<file path="config.mk">
export PLATFORM = sky130hd
export DESIGN_NAME = nearest_centroid_assign
export DESIGN_NICKNAME = d
export VERILOG_FILES = /design/src/rtl/ncent_pkg.sv /design/src/rtl/nearest_centroid_assign.sv /design/src/rtl/ncent_ram.sv /design/src/rtl/ncent_dist.sv
export SDC_FILE = /design/constraint.sdc
export NUM_CORES = 2
export LEC_CHECK = 0
export ABC_AREA = 1
export BUFFER_PORTS_ARGS = -buffer_cell sky130_fd_sc_hd__buf_4
export CAP_MARGIN = 20
export CORE_ASPECT_RATIO = 1.5
export CORE_UTILIZATION = 40
export CTS_BUF_LIST = sky130_fd_sc_hd__clkbuf_4 sky130_fd_sc_hd__clkbuf_8
export DETAILED_ROUTE_END_ITERATION = 8
export HOLD_SLACK_MARGIN = 0.03
export SETUP_SLACK_MARGIN = 0.1
export SYNTH_ARGS = -nofsm -noshare
export SYNTH_HDL_FRONTEND = slang
export SYNTH_SLANG_ARGS = --single-unit
</file>
<file path="constraint.sdc">
create_clock -name aclk -period 7.4 [get_ports aclk]
set_input_delay 1.48 -clock aclk [delete_from_list [all_inputs] [get_ports aclk]]
set_output_delay 1.48 -clock aclk [all_outputs]
set_load 0.1 [all_outputs]
</file>
<file path="src/rtl/ncent_pkg.sv">
// Shared definitions for the nearest-centroid assignment block.
// Holds default sizes, port field widths, item codes, state and tag types.
// No dependencies.
`timescale 1ns / 1ps

package ncent_pkg;

    // Defaults for the top-level parameters.
    localparam int MAX_CLUSTERS_DEF = 16;
    localparam int COORD_BITS_DEF   = 16;
    localparam int COUNT_BITS_DEF   = 16;

    // Field widths fixed by the port definition.
    localparam int CFG_W      = 5;
    localparam logic [CFG_W-1:0] CFG_RESET = 5'd10;
    localparam int MODE_W     = 2;
    localparam int SLOT_W     = 4;
    localparam int FIELD_W    = 16;
    localparam int IDX_OUT_W  = 4;
    localparam int DIST_OUT_W = 33;
    localparam int CNT_OUT_W  = 16;

    localparam int S_TDATA_W  = 40;
    localparam int M_TDATA_W  = 56;
    localparam int M_PAD_W    = M_TDATA_W - IDX_OUT_W - DIST_OUT_W - CNT_OUT_W;

    typedef enum logic [MODE_W-1:0] {
        MODE_LOAD     = 2'd0,
        MODE_CLASSIFY = 2'd1,
        MODE_CLEAR    = 2'd2
    } mode_t;

    typedef enum logic [2:0] {
        ST_IDLE,
        ST_LOAD,
        ST_CLEAR,
        ST_SCAN,
        ST_DRAIN,
        ST_CNT_RD,
        ST_CNT_WR
    } state_t;

    // Tag that rides along with each centroid through the distance pipeline.
    typedef struct packed {
        logic vld;
        logic first;
        logic last;
    } scan_tag_t;

endpackage

</file>
<file path="src/rtl/nearest_centroid_assign.sv">
// Top level of the nearest-centroid assignment block (k-means assignment step).
// Uses ncent_pkg, ncent_ram (centroid table, membership counts) and ncent_dist.
`timescale 1ns / 1ps

//  Channel   Dir  Handshake            Word contents (low bits first)
//  s_*       in   s_tvalid / s_tready  tuser: mode; tdata: slot, x, y
//  m_*       out  m_tvalid / m_tready  tdata: cluster index, distance^2, count
//  cfg_*     in   cfg_wr_en            clusters_in_use, no wait, no read-back
//
//  Classify reads n centroid entries, n being the clamped cluster count: the
//  centroid memory gives one entry per cycle into a three-stage distance
//  pipeline, then the count memory takes one read and one write.
//  Reset clears control state and the per-entry valid bits at once; an entry
//  never written reads as zero, so no clearing pass runs.
//  A waiting result holds in the output register while new words are taken;
//  only the count write-back waits for that register to free up.

module nearest_centroid_assign #(
    parameter int MAX_CLUSTERS = ncent_pkg::MAX_CLUSTERS_DEF,
    parameter int COORD_BITS   = ncent_pkg::COORD_BITS_DEF,
    parameter int COUNT_BITS   = ncent_pkg::COUNT_BITS_DEF
) (
    input  logic                             aclk,
    input  logic                             aresetn,
    // configuration: clusters_in_use
    input  logic                             cfg_wr_en,
    input  logic [ncent_pkg::CFG_W-1:0]      cfg_wr_data,
    // input words
    input  logic                             s_tvalid,
    output logic                             s_tready,
    // tdata: centroid_slot[3:0], point_x[19:4], point_y[35:20], zero pad
    input  logic [ncent_pkg::S_TDATA_W-1:0]  s_tdata,
    // tuser: mode[1:0]
    input  logic [ncent_pkg::MODE_W-1:0]     s_tuser,
    // result words
    output logic                             m_tvalid,
    input  logic                             m_tready,
    // tdata: cluster_index[3:0], distance_squared[36:4], member_count[52:37], pad
    output logic [ncent_pkg::M_TDATA_W-1:0]  m_tdata
);

    localparam int IDX_W      = $clog2(MAX_CLUSTERS);
    localparam int DIFF_W     = COORD_BITS + 1;
    localparam int SUM_W      = 2 * DIFF_W + 1;
    localparam int SLOT_W     = ncent_pkg::SLOT_W;
    localparam int FIELD_W    = ncent_pkg::FIELD_W;
    localparam int IDX_OUT_W  = ncent_pkg::IDX_OUT_W;
    localparam int DIST_OUT_W = ncent_pkg::DIST_OUT_W;
    localparam int CNT_OUT_W  = ncent_pkg::CNT_OUT_W;
    localparam int M_PAD_W    = ncent_pkg::M_PAD_W;
    localparam logic [COUNT_BITS-1:0] COUNT_MAX = '1;

    // Input word fields
    localparam int X_LO = SLOT_W;
    localparam int Y_LO = SLOT_W + FIELD_W;

    ncent_pkg::state_t state_reg, state_next;

    logic [ncent_pkg::CFG_W-1:0] cfg_reg;

    logic [SLOT_W-1:0]     item_slot_reg;
    logic [COORD_BITS-1:0] item_x_reg;
    logic [COORD_BITS-1:0] item_y_reg;

    logic [IDX_W-1:0] scan_idx_reg;
    logic [IDX_W-1:0] scan_last_reg;
    logic [IDX_W-1:0] scan_last;

    ncent_pkg::scan_tag_t rd_tag_reg;
    logic [IDX_W-1:0]     rd_idx_reg;
    logic                 rd_cvld_reg;

    logic [MAX_CLUSTERS-1:0] cvld_reg;   // centroid entry written since reset
    logic [MAX_CLUSTERS-1:0] nvld_reg;   // count entry written since reset/clear

    logic [IDX_W-1:0] best_idx_reg;
    logic [SUM_W-1:0] best_d_reg;
    logic             cnt_vld_q_reg;

    logic                         m_tvalid_reg;
    logic [ncent_pkg::M_TDATA_W-1:0] m_tdata_reg;

    // FSM outputs
    logic accept;
    logic slot_ok;
    logic cent_we;
    logic cent_re;
    logic cnt_re;
    logic out_load;
    logic clear_counts;

    logic [2*COORD_BITS-1:0] cent_rdata;
    logic [COORD_BITS-1:0]   cent_x;
    logic [COORD_BITS-1:0]   cent_y;

    ncent_pkg::scan_tag_t res_tag;
    logic [IDX_W-1:0]     res_idx;
    logic [SUM_W-1:0]     res_dist;

    logic [COUNT_BITS-1:0] cnt_rdata;
    logic [COUNT_BITS-1:0] cnt_cur;
    logic [COUNT_BITS-1:0] cnt_new;

    assign accept  = s_tvalid && s_tready;
    assign slot_ok = int'(item_slot_reg) < MAX_CLUSTERS;

    // Clamp the configured cluster count into 1..MAX_CLUSTERS, kept as last index.
    always_comb begin
        if (cfg_reg == '0) begin
            scan_last = '0;
        end else if (int'(cfg_reg) >= MAX_CLUSTERS) begin
            scan_last = IDX_W'(MAX_CLUSTERS - 1);
        end else begin
            scan_last = IDX_W'(cfg_reg - 1'b1);
        end
    end

    // Next state
    always_comb begin
        state_next = state_reg;
        case (state_reg)
            ncent_pkg::ST_IDLE: begin
                if (s_tvalid) begin
                    case (ncent_pkg::mode_t'(s_tuser))
                        ncent_pkg::MODE_LOAD:     state_next = ncent_pkg::ST_LOAD;
                        ncent_pkg::MODE_CLASSIFY: state_next = ncent_pkg::ST_SCAN;
                        ncent_pkg::MODE_CLEAR:    state_next = ncent_pkg::ST_CLEAR;
                        default:                  state_next = ncent_pkg::ST_IDLE;
                    endcase
                end
            end
            ncent_pkg::ST_LOAD:  state_next = ncent_pkg::ST_IDLE;
            ncent_pkg::ST_CLEAR: state_next = ncent_pkg::ST_IDLE;
            ncent_pkg::ST_SCAN: begin
                if (scan_idx_reg == scan_last_reg) begin
                    state_next = ncent_pkg::ST_DRAIN;
                end
            end
            ncent_pkg::ST_DRAIN: begin
                // last distance leaves the pipeline: best is final next cycle
                if (res_tag.vld && res_tag.last) begin
                    state_next = ncent_pkg::ST_CNT_RD;
                end
            end
            ncent_pkg::ST_CNT_RD: state_next = ncent_pkg::ST_CNT_WR;
            ncent_pkg::ST_CNT_WR: begin
                if (!m_tvalid_reg || m_tready) begin
                    state_next = ncent_pkg::ST_IDLE;
                end
            end
            default: state_next = ncent_pkg::ST_IDLE;
        endcase
    end

    // FSM outputs; hold off input words while reset is applied.
    always_comb begin
        s_tready     = 1'b0;
        cent_we      = 1'b0;
        cent_re      = 1'b0;
        cnt_re       = 1'b0;
        out_load     = 1'b0;
        clear_counts = 1'b0;
        case (state_reg)
            ncent_pkg::ST_IDLE:   s_tready     = aresetn;
            ncent_pkg::ST_LOAD:   cent_we      = slot_ok;
            ncent_pkg::ST_CLEAR:  clear_counts = 1'b1;
            ncent_pkg::ST_SCAN:   cent_re      = 1'b1;
            ncent_pkg::ST_DRAIN:  ;
            ncent_pkg::ST_CNT_RD: cnt_re       = 1'b1;
            ncent_pkg::ST_CNT_WR: out_load     = !m_tvalid_reg || m_tready;
            default:              ;
        endcase
    end

    always_ff @(posedge aclk) begin
        if (!aresetn) begin
            state_reg <= ncent_pkg::ST_IDLE;
            cfg_reg   <= ncent_pkg::CFG_RESET;
        end else begin
            state_reg <= state_next;
            if (cfg_wr_en) begin
                cfg_reg <= cfg_wr_data;
            end
        end
    end

    // Capture the accepted word; coordinates take the low COORD_BITS bits.
    always_ff @(posedge aclk) begin
        if (accept) begin
            item_slot_reg <= s_tdata[SLOT_W-1:0];
            item_x_reg    <= COORD_BITS'(s_tdata[X_LO +: FIELD_W]);
            item_y_reg    <= COORD_BITS'(s_tdata[Y_LO +: FIELD_W]);
            scan_last_reg <= scan_last;
        end
    end

    // Advance the scan address, one centroid per cycle.
    always_ff @(posedge aclk) begin
        if (!aresetn) begin
            scan_idx_reg <= '0;
        end else if (accept) begin
            scan_idx_reg <= '0;
        end else if (cent_re && scan_idx_reg != scan_last_reg) begin
            scan_idx_reg <= scan_idx_reg + 1'b1;
        end
    end

    // Align tag, index and valid bit with the registered memory read.
    always_ff @(posedge aclk) begin
        if (!aresetn) begin
            rd_tag_reg <= '0;
        end else begin
            rd_tag_reg.vld   <= cent_re;
            rd_tag_reg.first <= scan_idx_reg == '0;
            rd_tag_reg.last  <= scan_idx_reg == scan_last_reg;
        end
    end

    always_ff @(posedge aclk) begin
        rd_idx_reg  <= scan_idx_reg;
        rd_cvld_reg <= cvld_reg[scan_idx_reg];
    end

    // Valid bits stand in for the zero reset of both tables.
    always_ff @(posedge aclk) begin
        if (!aresetn) begin
            cvld_reg <= '0;
            nvld_reg <= '0;
        end else begin
            if (cent_we) begin
                cvld_reg[IDX_W'(item_slot_reg)] <= 1'b1;
            end
            if (clear_counts) begin
                nvld_reg <= '0;
            end else if (out_load) begin
                nvld_reg[best_idx_reg] <= 1'b1;
            end
        end
    end

    ncent_ram #(
        .DEPTH (MAX_CLUSTERS),
        .WIDTH (2 * COORD_BITS)
    ) u_cent_ram (
        .aclk    (aclk),
        .wr_en   (cent_we),
        .wr_addr (IDX_W'(item_slot_reg)),
        .wr_data ({item_y_reg, item_x_reg}),
        .rd_en   (cent_re),
        .rd_addr (scan_idx_reg),
        .rd_data (cent_rdata)
    );

    // Unwritten entries read as the origin.
    assign cent_x = rd_cvld_reg ? cent_rdata[COORD_BITS-1:0] : '0;
    assign cent_y = rd_cvld_reg ? cent_rdata[2*COORD_BITS-1:COORD_BITS] : '0;

    ncent_dist #(
        .COORD_BITS (COORD_BITS),
        .IDX_W      (IDX_W)
    ) u_dist (
        .aclk     (aclk),
        .aresetn  (aresetn),
        .in_tag   (rd_tag_reg),
        .in_idx   (rd_idx_reg),
        .px       (item_x_reg),
        .py       (item_y_reg),
        .cx       (cent_x),
        .cy       (cent_y),
        .out_tag  (res_tag),
        .out_idx  (res_idx),
        .out_dist (res_dist)
    );

    // Keep the running minimum; a strict compare leaves ties at the lower index.
    always_ff @(posedge aclk) begin
        if (res_tag.vld && (res_tag.first || res_dist < best_d_reg)) begin
            best_idx_reg <= res_idx;
            best_d_reg   <= res_dist;
        end
    end

    ncent_ram #(
        .DEPTH (MAX_CLUSTERS),
        .WIDTH (COUNT_BITS)
    ) u_cnt_ram (
        .aclk    (aclk),
        .wr_en   (out_load),
        .wr_addr (best_idx_reg),
        .wr_data (cnt_new),
        .rd_en   (cnt_re),
        .rd_addr (best_idx_reg),
        .rd_data (cnt_rdata)
    );

    always_ff @(posedge aclk) begin
        if (cnt_re) begin
            cnt_vld_q_reg <= nvld_reg[best_idx_reg];
        end
    end

    // Saturating increment of the chosen cluster's count.
    assign cnt_cur = cnt_vld_q_reg ? cnt_rdata : '0;
    assign cnt_new = (cnt_cur == COUNT_MAX) ? cnt_cur : cnt_cur + 1'b1;

    // Output register: load the result, drop valid once taken.
    always_ff @(posedge aclk) begin
        if (!aresetn) begin
            m_tvalid_reg <= 1'b0;
        end else if (out_load) begin
            m_tvalid_reg <= 1'b1;
        end else if (m_tready) begin
            m_tvalid_reg <= 1'b0;
        end
    end

    always_ff @(posedge aclk) begin
        if (out_load) begin
            m_tdata_reg <= {{M_PAD_W{1'b0}},
                            CNT_OUT_W'(cnt_new),
                            DIST_OUT_W'(best_d_reg),
                            IDX_OUT_W'(best_idx_reg)};
        end
    end

    assign m_tvalid = m_tvalid_reg;
    assign m_tdata  = m_tdata_reg;

    // A result appears only out of the count write-back step.
    a_result_from_wr : assert property (@(posedge aclk) disable iff (!aresetn)
        $rose(m_tvalid_reg) |-> $past(state_reg == ncent_pkg::ST_CNT_WR))
        else $error("result word raised outside count write-back");

    // The scan never runs past the clamped cluster count.
    a_scan_bound : assert property (@(posedge aclk) disable iff (!aresetn)
        (state_reg == ncent_pkg::ST_SCAN) |-> (scan_idx_reg <= scan_last_reg))
        else $error("scan index beyond last searched entry");

    // The chosen cluster is one of the searched entries.
    a_best_bound : assert property (@(posedge aclk) disable iff (!aresetn)
        (state_reg == ncent_pkg::ST_CNT_RD) |-> (best_idx_reg <= scan_last_reg))
        else $error("chosen cluster outside searched range");

    // A count write never coincides with a clear of the counts and follows a count read.
    a_no_wr_on_clear : assert property (@(posedge aclk) disable iff (!aresetn)
        out_load |-> !clear_counts && $past(state_reg == ncent_pkg::ST_CNT_RD ||
                                            state_reg == ncent_pkg::ST_CNT_WR))
        else $error("count write-back without a preceding count read");

endmodule

</file>
<file path="src/rtl/ncent_ram.sv">
// Simple dual-port synchronous RAM, one write and one registered read port.
// Used for the centroid table and the membership counts; needs ncent_pkg.
`timescale 1ns / 1ps

module ncent_ram #(
    parameter int DEPTH  = ncent_pkg::MAX_CLUSTERS_DEF,
    parameter int WIDTH  = 2 * ncent_pkg::COORD_BITS_DEF,
    localparam int ADDR_W = $clog2(DEPTH)
) (
    input  logic              aclk,
    input  logic              wr_en,
    input  logic [ADDR_W-1:0] wr_addr,
    input  logic [WIDTH-1:0]  wr_data,
    input  logic              rd_en,
    input  logic [ADDR_W-1:0] rd_addr,
    output logic [WIDTH-1:0]  rd_data
);

    logic [WIDTH-1:0] mem [DEPTH];

    always_ff @(posedge aclk) begin
        if (wr_en) begin
            mem[wr_addr] <= wr_data;
        end
    end

    always_ff @(posedge aclk) begin
        if (rd_en) begin
            rd_data <= mem[rd_addr];
        end
    end

endmodule

</file>
<file path="src/rtl/ncent_dist.sv">
// Three-stage squared-distance pipeline: absolute differences, squares, sum.
// Carries the scan tag and entry index alongside; needs ncent_pkg.
`timescale 1ns / 1ps

module ncent_dist #(
    parameter int COORD_BITS = ncent_pkg::COORD_BITS_DEF,
    parameter int IDX_W      = $clog2(ncent_pkg::MAX_CLUSTERS_DEF),
    localparam int DIFF_W    = COORD_BITS + 1,
    localparam int SQ_W      = 2 * DIFF_W,
    localparam int SUM_W     = SQ_W + 1
) (
    input  logic                  aclk,
    input  logic                  aresetn,
    input  ncent_pkg::scan_tag_t  in_tag,
    input  logic [IDX_W-1:0]      in_idx,
    input  logic [COORD_BITS-1:0] px,
    input  logic [COORD_BITS-1:0] py,
    input  logic [COORD_BITS-1:0] cx,
    input  logic [COORD_BITS-1:0] cy,
    output ncent_pkg::scan_tag_t  out_tag,
    output logic [IDX_W-1:0]      out_idx,
    output logic [SUM_W-1:0]      out_dist
);

    logic signed [DIFF_W-1:0] dx;
    logic signed [DIFF_W-1:0] dy;
    logic [DIFF_W-1:0]        ax;
    logic [DIFF_W-1:0]        ay;

    ncent_pkg::scan_tag_t tag1_reg, tag2_reg, tag3_reg;
    logic [IDX_W-1:0]     idx1_reg, idx2_reg, idx3_reg;
    logic [DIFF_W-1:0]    ax_reg, ay_reg;
    logic [SQ_W-1:0]      sqx_reg, sqy_reg;
    logic [SUM_W-1:0]     sum_reg;

    // Differences are one bit wider than the coordinates, so they never overflow.
    always_comb begin
        dx = $signed({px[COORD_BITS-1], px}) - $signed({cx[COORD_BITS-1], cx});
        dy = $signed({py[COORD_BITS-1], py}) - $signed({cy[COORD_BITS-1], cy});
        ax = dx[DIFF_W-1] ? $unsigned(-dx) : $unsigned(dx);
        ay = dy[DIFF_W-1] ? $unsigned(-dy) : $unsigned(dy);
    end

    always_ff @(posedge aclk) begin
        if (!aresetn) begin
            tag1_reg <= '0;
            tag2_reg <= '0;
            tag3_reg <= '0;
        end else begin
            tag1_reg <= in_tag;
            tag2_reg <= tag1_reg;
            tag3_reg <= tag2_reg;
        end
    end

    always_ff @(posedge aclk) begin
        idx1_reg <= in_idx;
        idx2_reg <= idx1_reg;
        idx3_reg <= idx2_reg;
        ax_reg   <= ax;
        ay_reg   <= ay;
        sqx_reg  <= ax_reg * ax_reg;
        sqy_reg  <= ay_reg * ay_reg;
        sum_reg  <= SUM_W'(sqx_reg) + SUM_W'(sqy_reg);
    end

    assign out_tag  = tag3_reg;
    assign out_idx  = idx3_reg;
    assign out_dist = sum_reg;

endmodule
</file>
Word-level counts from Yosys, hierarchy flattened
Memories as Yosys holds them, arrays and structs flattened. A register that Yosys moved wholly into a read port is not among the register bits.
Index checks and enable logic that the tools add are counted.
Word-level totals
  bits in registers: 344
  RAM bits: 768
  output and inout bits: 58
  logic and storage cells: 125
  memories: 2
Memory list
  u_cent_ram.mem: words 16, width 32, read ports 1, clocked after Yosys merged registers in 1, write ports 1, line ncent_ram.sv:19  | logic [WIDTH-1:0] mem [DEPTH];
  u_cnt_ram.mem: words 16, width 16, read ports 1, clocked after Yosys merged registers in 1, write ports 1, line ncent_ram.sv:19
Cells by class
  add/sub/neg operators: 8
  multipliers: 2
  magnitude comparators: 7
  equality and inequality tests: 15
  muxes and demuxes: 33
  bitwise logic cells: 3
  reductions and logical operators: 17
Operators with widths (number)
  16-bit two-way mux: 6
  17-bit by 17-bit multiplier with 34-bit output: 2
  34-bit by 34-bit adder with 35-bit output: 1
  35-bit < comparator: 1
  17-bit negator: 2
  16-bit by 16-bit subtractor with 17-bit output: 2
  16-bit OR: 2
  16-bit by 1-bit adder with 16-bit output (second input constant): 1
  16-bit == test (second input constant): 1
  1-bit two-way mux: 16
  4-bit by 5-bit < comparator with 1-bit output (second input constant): 3
  3-bit one-hot mux with 5 select lines: 1
  3-bit two-way mux: 4
  3-bit == test (second input constant): 3
  1-bit binary-select mux with 4-bit select: 2
  1-bit demux with 4-bit select: 2
  4-bit by 1-bit greater-or-equal comparator with 1-bit output (second input constant): 2
  2-bit != test (second input constant): 4
  3-bit by 2-bit == test with 1-bit output (second input constant): 2
  1-bit logical AND: 6
  2-bit one-hot mux with 3 select lines: 1
  5-bit greater-or-equal comparator (second input constant): 1
  5-bit logical NOT: 1
  4-bit by 1-bit adder with 4-bit output (second input constant): 1
  16 further kinds: 18

Depth between registers and ports, before layout
  depth after elaboration: 5
  depth in mapped cells: 26

Hierarchy
A second synthesis with hierarchy kept.
Second synthesis, totals
  cells, all modules: 7231
  area, all modules: 67777.5 µm²
By module, submodules not included
  ncent_dist: times used 1, cells an instance 3244, area each 24968.9 µm², sequential area each 3123.0 µm²
  ncent_ram at u_cent_ram: times used 1, cells an instance 2122, area each 23052.1 µm², sequential area each 16335.7 µm²
  ncent_ram at u_cnt_ram: times used 1, cells an instance 1074, area each 11541.1 µm², sequential area each 8167.8 µm²
  nearest_centroid_assign: times used 1, cells an instance 791, area each 8215.4 µm², sequential area each 5054.8 µm²

Worst setup path after synthesis
OpenSTA, ideal clock, no wires.
  kind: input -> register
  start point: in m_tready
  end point: mem u_cnt_ram.mem[0][0] (netlist bit) (enable)
  library setup time: 0.390 ns
  arrival time: 5.134 ns
  required time: 7.010 ns
  path slack: 1.876 ns
  cell stages on the path: 6
  path through: nor2_1 nor2_1 inv_1 nor2_1 inv_1 nor2_1
On the way
  word-level cells in the longest chain between the ends: 4
Ends and longest elaborated chain
  from (decl): line nearest_centroid_assign.sv:37  | input logic m_tready,
  1-bit logical OR: line nearest_centroid_assign.sv:170  | ncent_pkg::ST_CNT_WR: out_load = !m_tvalid_reg || m_tready;
  1-bit two-way mux: line nearest_centroid_assign.sv:163  | case (state_reg)
  net out_load: line nearest_centroid_assign.sv:89  | logic out_load;
  1-bit two-way mux: line ncent_ram.sv:22  | if (wr_en) begin
  1-bit two-way mux (not written as such): line ncent_ram.sv:23  | mem[wr_addr] <= wr_data;
  to (decl): line ncent_ram.sv:19
The timed path passes the listed nets, and every way through them passes these cells.

Worst setup path after layout
  start point: reg u_dist.ay_reg[3]
  end point: reg u_dist.sqy_reg[32]
On the way
  word-level cells in the longest chain between the ends: 1
Ends and longest elaborated chain
  from (decl): line ncent_dist.sv:32  | logic [DIFF_W-1:0] ax_reg, ay_reg;
  from (signal assigned): line ncent_dist.sv:61  | ay_reg <= ay;
  17-bit by 17-bit multiplier with 34-bit output: line ncent_dist.sv:63  | sqy_reg <= ay_reg * ay_reg;
  to (signal assigned): line ncent_dist.sv:63
  to (decl): line ncent_dist.sv:33  | logic [SQ_W-1:0] sqx_reg, sqy_reg;
Every way passes these cells.
A chain may end at the register's enable or synchronous reset.

==> results.toml <==
[synth]
synthSimpleGateAreaFrac_pct = 11.5
synthAdderAreaFrac_pct = 18.7
synth_xor_area_share_pct = 1.97
synthMuxAreaShare_pct = 0.0159
ys_ff_latch = 1158
synth_top_flop_cell = "edfxtp_1"
synth_area_per_cell_um2 = 10.7
synth_edf_count = 949
ys_types = 55
syn_inst = 5909
synth_area_mm2 = 0.0631
async_flop_share_pct = 0
yosysSeqAreaShare_pct = 51.8
synth-compound-area-share_pct = 9.00
synth_top_family_by_area = "adder cells"
yosysWarnings = 0

[clock_network]
htreeDepth = 4
cts_root_buf = "clkbuf_8"
cts_tree = "built"
clkTransAtPathRegs_ps = 60
cts_setup_buffers = 0
cts_buffer_depth = 3
post_cts_resized = 0
ctsHoldBuffers = 0
cts_buffers = 175
cts_num_sinks = 1158
clkLatencyLatePin_ps = 920

[cells_and_area]
regArea_mm2 = 0.0327
multi_input_area_mm2 = 0.0262
areaGrowthSynthToFinish_pct = 11.1
final_common_cell = "edfxtp_1"
final_layout_size_suffix_gt1_share_pct = 9.31
fillers = 14800
final_cell_mix = "edfxtp_1, inv_1, nand2_1"
nNetsFinal = 6809
largest_reg_flops = 512

[global_route]
grt_pass1_vias = 43900
grtUsageTotal_pct = 19.1
grt_max_degree = 163
grt-ovfl-total = 0
grt_pass1_wl_mm = 237
antenna_found_initial = 2

[drt]
vias = 42200
initialDrtViolationCount = 2931
wl_per_cell_um = 18.4
drc = 0
drt_pass1_iterations = 5
routed_via_density = 5.11
drt_wl_total_mm = 152
postRouteAntennaNets = 0

[hold_path]
hold_path_class = "flip-flop to flip-flop"

[timing]
rsz0062_at_grt = "no"
post-route-period-util_pct = 83.0
setup_viol = 0
fin_crit_ps = 6140
slew_headroom_pct = 29.3
skew_ps = 40.9
finalHoldViolCount = 0
drv_slew = 0
setup_tns_ps = 0
hold-worst-slack_ps = 326
fmaxAchievable_mhz = 163
worstMarginPinSlew_ps = 1060

[floorplanning]
design.core.area_mm2 = 0.157
start_util_pct = 40.2
dieArea_mm2 = 0.159
ios = 110
fp-row-count = 178
die_x_um = 326
die_h_um = 488

[outcome]
status = "finished, final reports clean"

[worst_setup_path]
end_kind = "flip-flop"
critPathKind = "flip-flop to flip-flop"
cp_max_fo = 18
required_ps = 8190
crit_arrival_ps = 6930
startpoint_type = "flip-flop"

[place]
hpwl_mm = 102
portBuffers = 102
place.gp.congestion = 0.909

[flow_run]
cap_violations = 0
through the flow:
stage / instance area (um2) / instances / utilization, % / setup slack [ps]
after CTS: 70100 / 8250 / 44.7 / 1270
final: 70100 / 8261 / 44.7 / 1260
after detailed placement: 66300 / 7932 / 42.3 / 1280
after global routing: 70100 / 8261 / 44.7 / 771
after global placement: 66300 / 7930 / 42.3 / 1310
after floorplan: 63100 / 5911 / - / 1880
synth_stat cells (5+ instances only):
master / instances / share of area (%)
o21ai_0: 356 / 2.8
inv_2: 6 / 0.036
nand3b_1: 5 / 0.059
dfxtp_1: 209 / 6.6
nor2_1: 551 / 3.3
or2_0: 6 / 0.059
edfxtp_1: 949 / 45
or2_1: 10 / 0.099
clkbuf_1: 167 / 0.99
nor3_1: 26 / 0.21
o211ai_1: 22 / 0.26
inv_1: 926 / 5.5
xnor2_1: 54 / 0.75
o21a_1: 8 / 0.095
a31oi_1: 15 / 0.15
a21oi_1: 240 / 1.9
or3_1: 16 / 0.16
nand2_1: 906 / 5.4
o221ai_1: 51 / 0.71
nand2_2: 14 / 0.14
a21o_1: 16 / 0.19
ha_1: 328 / 6.5
nor2_2: 10 / 0.099
buf_2: 43 / 0.34
nand3_1: 155 / 1.2
and3_1: 5 / 0.050
o22ai_1: 81 / 0.80
a22oi_1: 135 / 1.6
nand4_1: 34 / 0.34
xor2_1: 88 / 1.2
o21ai_1: 8 / 0.063
nor4_1: 12 / 0.12
fa_1: 383 / 12
buf_4: 5 / 0.059
or2_2: 9 / 0.089
buf_1: 5 / 0.030
o21bai_1: 14 / 0.17
path summary, 6_finish.rpt:
| kind | startpoint | endpoint | slack [ps] | cells after the start |
|---|---|---|---|---|
| max | u_dist.ay_reg[3] | u_dist.sqy_reg[32] | 1260 | 20 |
| min | u_dist.idx1_reg[3] | u_dist.idx2_reg[3] | 330 | 0 |
| max reg2reg | u_dist.ay_reg[3] | u_dist.sqy_reg[32] | 1260 | 20 |
| min reg2reg | u_dist.idx1_reg[3] | u_dist.idx2_reg[3] | 330 | 0 |
worst max-delay path: stages, from the launching register on:
cell     delay (ps)
dfxtp_1         940
nand2_1         210
fa_1            540
inv_1            50
fa_1            530
inv_1            60
fa_1            390
inv_1            70
fa_1            440
fa_1            540
inv_1            50
fa_1            480
inv_1            50
ha_1            350
nand2_1         140
nor4_1          280
a21oi_1         180
o21ai_0         430
nand2_1         130
nand3_1         100
nand2_1          60
metal layers:
metal | track usage (%) | vias to the layer above | share of wire, %
met3 | 2.61 | 334 | 4.8
met5 | 0 | - | 0
met1 | 21.5 | 20700 | 39
met2 | 35.8 | 1157 | 53
li1 | - | 20000 | -
met4 | 8.17 | 0 | 3.7
cell type report:
class | instances | share of cell area [%]
Clock inverter | 69 | 0.969
Multi-Input combinational cell | 3595 | 37.4
Timing Repair Buffer | 181 | 1.96
Sequential cell | 1158 | 46.6
Clock buffer | 249 | 4.36
Tap cell | 2070 | 3.69
Inverter | 935 | 5.01
Antenna cell | 4 | 0.0143
logic make-up after synthesis:
kind of cell | after synthesis
buf+inv | 1158
mux | 1
xor+xnor | 142
fa+ha+maj | 711
simple gates | 1774
other cells | 1
flops | 1158
compound gates | 964
Power is not shown: default switching activity piles up to over one toggle a cycle in this logic, so the estimate is an artifact.
